File: src/hdl/sedd_pkg.sv
// Shared types, register indexes and reset values for the serpentine dither core.
`default_nettype none

package sedd_pkg;

    // Default geometry limits handed to the top-level parameters
    localparam int DEF_MAX_WIDTH  = 1024;
    localparam int DEF_MAX_HEIGHT = 1024;

    // Fixed field widths
    localparam int PIX_W     = 8;
    localparam int BITS_W    = 4;
    localparam int DIM_W     = 11;
    localparam int CFG_IDX_W = 3;
    localparam int NUM_CHAN  = 3;

    typedef logic [PIX_W-1:0]               t_pix;
    typedef logic [NUM_CHAN-1:0][PIX_W-1:0] t_rgb;   // [0] red, [1] green, [2] blue
    typedef logic [BITS_W-1:0]              t_bits;
    typedef logic [DIM_W-1:0]               t_dim;
    typedef logic [CFG_IDX_W-1:0]           t_cfg_idx;

    // Register indexes
    localparam t_cfg_idx CFG_RED_BITS     = 3'd0;
    localparam t_cfg_idx CFG_GREEN_BITS   = 3'd1;
    localparam t_cfg_idx CFG_BLUE_BITS    = 3'd2;
    localparam t_cfg_idx CFG_IMAGE_WIDTH  = 3'd3;
    localparam t_cfg_idx CFG_IMAGE_HEIGHT = 3'd4;

    // Register reset values
    localparam t_bits RST_CHAN_BITS    = 4'd4;
    localparam t_dim  RST_IMAGE_WIDTH  = 11'd320;
    localparam t_dim  RST_IMAGE_HEIGHT = 11'd200;

    // Neighbor errors from the line above, already zeroed where out of range
    typedef struct packed {
        t_pix ahead;
        t_pix center;
        t_pix behind;
    } t_nbr;

endpackage

`default_nettype wire

File: src/hdl/sedd_chan.sv
// One color channel: weighted error sum, cap, quantize, new error.
`default_nettype none

module sedd_chan import sedd_pkg::*; (
    input  wire t_pix  i_pix,
    input  wire t_pix  i_prev_err,   // zero at row start
    input  wire t_nbr  i_above,
    input  wire t_bits i_bits,
    output t_pix       o_pix,
    output t_pix       o_err
);

    logic [PIX_W+1:0] sum;
    logic [PIX_W+3:0] w_prev, w_ahead, w_center;
    t_pix             capped;
    t_pix             low_mask;

    always_comb begin
        w_prev   = 12'(i_prev_err) * 12'd7;
        w_ahead  = 12'(i_above.ahead) * 12'd3;
        w_center = 12'(i_above.center) * 12'd5;
        // each term truncated on its own before the sum
        sum = 10'(i_pix)
            + 10'(w_prev[PIX_W+3:4])
            + 10'(w_ahead[PIX_W+3:4])
            + 10'(w_center[PIX_W+3:4])
            + 10'(i_above.behind[PIX_W-1:4]);
        capped   = (sum > 10'd255) ? 8'hFF : sum[PIX_W-1:0];
        // more than eight kept bits acts as eight
        low_mask = (i_bits >= 4'd8) ? 8'h00 : (8'hFF >> i_bits);
        o_pix    = capped & ~low_mask;
        o_err    = capped & low_mask;
    end

endmodule

`default_nettype wire

File: config.mk
export PLATFORM = sky130hd
export DESIGN_NAME = sedd_chan
export DESIGN_NICKNAME = d
export VERILOG_FILES = /design/src/hdl/sedd_pkg.sv /design/src/hdl/sedd_chan.sv
export SDC_FILE = /design/constraint.sdc
export NUM_CORES = 1
export LEC_CHECK = 0
export ABC_AREA = 1
export BUFFER_PORTS_ARGS = -buffer_cell sky130_fd_sc_hd__buf_2
export CORE_MARGIN = 10
export CORE_UTILIZATION = 45
export DETAILED_ROUTE_END_ITERATION = 6
export GPL_TIMING_DRIVEN = 1
export PLACE_DENSITY = 0.72
export SLEW_MARGIN = 25
export SYNTH_ARGS = -nofsm -noshare
export SYNTH_HDL_FRONTEND = slang
export SYNTH_SLANG_ARGS = --single-unit
export TNS_END_PERCENT = 20
File: constraint.sdc
create_clock -name vclk -period 5.45
set_clock_uncertainty 0.05 [all_clocks]
set_input_delay 0 -clock vclk [all_inputs]
set_output_delay 0 -clock vclk [all_outputs]
set_load 0.01 [all_outputs]
; ---- After elaboration in Yosys (flattened, before gate mapping)
; Index checks and enable logic that the tools add are counted.
; Widths: inputs -> output; s select.
[word_totals]
inputBits = 44
output_inout_bits = 16
regBits = 0
[op_classes]
muxes = 2
magnitude_cmp = 2
shift = 1
bitwise_logic = 3
mul = 3
addsub = 4
[ops]
columns = cell, n
row1 = $mul 8x3->11 const B, 2
row2 = $and 8x8->8, 2
row3 = $mux 8, 2
row4 = $add 10x4->10, 1
row5 = $add 10x7->10, 1
row6 = $add 9x6->10, 1
row7 = $gt 10x8->1 const B, 1
row8 = $mul 8x2->10 const B, 1
row9 = $add 8x7->9, 1
row10 = $not 8->8, 1
row11 = $shr 8x4->8 const A, 1
row12 = $ge 4x4->1 const B, 1

; ---- Longest topological paths before layout
[logic_depth]
word_depth = 8
mapped_depth = 24
mapped_depth_nobuf = 24

; ---- Worst setup path after synthesis
; No wires, ideal clock.
[synth_timing]
path_kind = input port to output port
from = input i_prev_err[2]
to = output o_err[0]
arrival_time_ns = 4.133
setup_slack_ns = 1.267
stages = 18
t_required_ns = 5.400
cell_sequence = fa_1 > ha_1 > o21ai_0 > xor2_1 > fa_1 > fa_1 > fa_1 > inv_1 > ha_1 > fa_1 > inv_1 > nor2_1 > nor2_2 > nor2_1 > nor2_1 > nand3_2 > nor2_1 > nor2_1
[synth_via]
elab_chain_cells = 8
[synth_lines]
columns = element, line_no
row1 = start: declaration, sedd_chan.sv:6  ; input wire t_pix i_prev_err,
row2 = $mul 8x3->11 (*), sedd_chan.sv:19  ; w_prev = 12'(i_prev_err) * 12'd7;
row3 = $add 8x7->9 (*), sedd_chan.sv:24  ; + 10'(w_prev[PIX_W+3:4])
row4 = $add 9x6->10 (*), sedd_chan.sv:25  ; + 10'(w_ahead[PIX_W+3:4])
row5 = $add 10x7->10 (*), sedd_chan.sv:26  ; + 10'(w_center[PIX_W+3:4])
row6 = $add 10x4->10 (*), sedd_chan.sv:27  ; + 10'(i_above.behind[PIX_W-1:4]);
row7 = $gt 10x8->1, sedd_chan.sv:28  ; capped = (sum > 10'd255) ? 8'hFF : sum[PIX_W-1:0];
row8 = $mux 8 (*), sedd_chan.sv:28
row9 = $and 8x8->8 (*), sedd_chan.sv:32  ; o_err = capped & low_mask;
row10 = end: declaration, sedd_chan.sv:10  ; output t_pix o_err
; Every way passes the cells marked *; elsewhere a longest branch is shown, timed or not.

; ---- Worst setup path in the final report
[layout_timing]
from = input i_prev_err[2]
to = output o_err[1]
; Same word-level chain as after synthesis.

==> impl_metrics.tcl <==
set metrics [dict create \
    drv_cap 0 \
    crit_path_start_kind "primary input" \
    setup_tns_ns 0 \
    syn_inst 313 \
    rows 24 \
    switching_share_pct 59.67 \
    tightest_slew_ns 0.3253 \
    crit_type "in -> out" \
    dp.cells 421 \
    p_clk_share_pct 0 \
    grt_setup_unrepaired "false" \
    cts_setup_buffers 0 \
    routed_wl_mm 4.180 \
    syn2layout_area_growth_pct 16.29 \
    p_sw_mw 0.9035 \
    final_cells 421 \
    io_buffers 56 \
    vdd_drop_max_mv 0.3081 \
    grt_max_degree 9 \
    cp_slowest_stage_delay_ns 0.56 \
    pin_count 60 \
    slew-limit-headroom_pct 78.08 \
    ant_nets 0 \
    power.internal_mw 0.6106 \
    regArea_um2 0 \
    drc 0 \
    finalPower_mw 1.514 \
    setup.worst_path.end_class "output port" \
    fin_crit_ns 4.758 \
    synth_cell_type_count 19 \
    cp_num_buf_inv 4 \
    diodes 0 \
    finalInstanceArea_um2 2465 \
    hold_viol 0 \
    comb_power_share_pct 100.0 \
    n_fill_cell 446 \
    hold_path_class "in -> out" \
    path_max_fanout 8 \
    cp_top_family "adder cells" \
    setup_ws_ns 0.6925 \
    post-place-ws_ns 0.6853 \
    netlist_area_um2 2120 \
    vias 1960 \
    wl_per_cell_um 9.929 \
    grt_antenna_before_repair 0 \
    fin_crit_sh_pct 87.29 \
    p_seq_share_pct 0 \
    yosysWarnings 0 \
    hpwl_mm 4.027 \
    path_cells "buf_2, fa_1, ha_1, o21ai_0, xor2_1, fa_1, fa_1, fa_1, inv_1, ha_1, fa_1, inv_1, nor2_1, nor2_2, nor2_1, nor2_1, nand3_2, nor2_1, nor2_1, buf_2" \
    floorplan.initialDensity_pct 47.69 \
    slowest_stage "fa_1" \
    gp_congestion 0.8040 \
    grt_pass1_vias 1976 \
    fp.dieW_um 88.63 \
    dieArea_um2 7855 \
    nets 483 \
    seq_area_frac_synth_pct 0 \
    dpl_cell_area_um2 2465 \
    cts_resized 0 \
    n_clock_buffer 0 \
    setup_violations 0 \
    mostFrequentLayoutCell "inv_1" \
    seq_cells 0 \
    fmax_mhz 210.2 \
    holdBufCountCts 0 \
    grt_pass1_wl_mm 7.624 \
    dr.pass1.iters 4 \
    drv_slew 0 \
    run_status "complete, no violations" \
    mostFrequentLayoutCells "inv_1 (76), nand2_1 (64), buf_2 (56)" \
    crit_arrival_ns 4.71 \
    syn_avg_cell_area_um2 6.772 \
    drt-initial-drc-count 37 \
    required_ns 5.40 \
    leakage_nw 1.514 \
    cp.depth 20 \
    drive_above_1_share_pct 15.72 \
    critPathCapture "o_err[1]" \
    viasPerCell 4.656 \
    die_y_um 88.63 \
    p_per_area_nw_per_um2 614.3 \
    syn-num-nets 425 \
    gr-total-overflow 0 \
    design.core.area_um2 4444 \
    track_usage_pct 11.07 \
    crit_start "i_prev_err[2]" \
]
==> worst min-delay path, delay by kind of cell <==
family / cells / cell delay (ns)
buf+inv: 2 / 0.24
simple gates: 1 / 0.04
==> stage by stage <==
step                utilization (%)  hold slack (ns)
floorplan                         -        -0.002469
global placement              55.46           0.2294
detailed placement            55.46           0.2347
CTS                           55.46           0.2343
global route                  55.46           0.2561
finish                        55.46           0.2339
==> cells in the mapped netlist (2+ instances only) <==
cell type | count | area, um2
xor2_1 | 9 | 78.83
nand3_1 | 16 | 80.08
fa_1 | 25 | 500.5
inv_1 | 76 | 285.3
nand2_1 | 64 | 240.2
a31oi_1 | 2 | 12.51
ha_1 | 43 | 538.0
nand4_1 | 3 | 18.77
o21ai_0 | 7 | 35.03
nor2_1 | 41 | 153.9
xnor2_1 | 6 | 52.55
a21oi_1 | 14 | 70.07
==> worst min path at each step <==
| stage | start | endpoint | slack [ns] | cells after the start |
|---|---|---|---|---|
| global route | i_bits[3] | o_err[0] | 0.26 | 3 |
| floorplan | i_bits[3] | o_err[0] | -0.002 | 1 |
| detailed placement | i_bits[3] | o_err[0] | 0.23 | 3 |
| CTS | i_bits[3] | o_err[0] | 0.23 | 3 |
| finish | i_bits[3] | o_err[0] | 0.23 | 3 |
| global placement | i_bits[3] | o_err[0] | 0.23 | 3 |
==> power groups by stage <==
stage | registers, mW | logic [mW] | clock network (mW)
6_report | 0 | 1.51 | 0
2_1_floorplan | 0 | 1.15 | 0
3_3_place_gp | 0 | 1.53 | 0
3_5_place_dp | 0 | 1.54 | 0
5_1_grt | 0 | 1.79 | 0
4_1_cts | 0 | 1.55 | 0
==> routing by layer <==
layer | vias up | track usage, % | share of wire [%]
met1 | 855 | 13.47 | 47
met2 | 34 | 21.14 | 49
met4 | 0 | 1.028 | 0.19
li1 | 1069 | - | -
met3 | 2 | 0.8272 | 4.2
met5 | - | 0 | 0
==> cells by family (layout without fill, tap and decap cells) <==
group                      Yosys count  after routing  share of synthesized area, %
and+or+nand+nor                    127            127                         24.38
adders and majority gates           68             68                         49.00
buffers and inverters               76            132                         13.46
AOI/OAI and AO/OA                   27             27                         6.966
xor gates and xnor gates            15             15                         6.199
==> cell type report <==
type	count	area, um2	area share (%)
timing repair buffer	56	280.3	11.37
inverter	76	285.3	11.57
multi-input combinational	237	1834	74.42
tap	52	65.06	2.640
No activity file was read; power rests on OpenSTA's default activity.
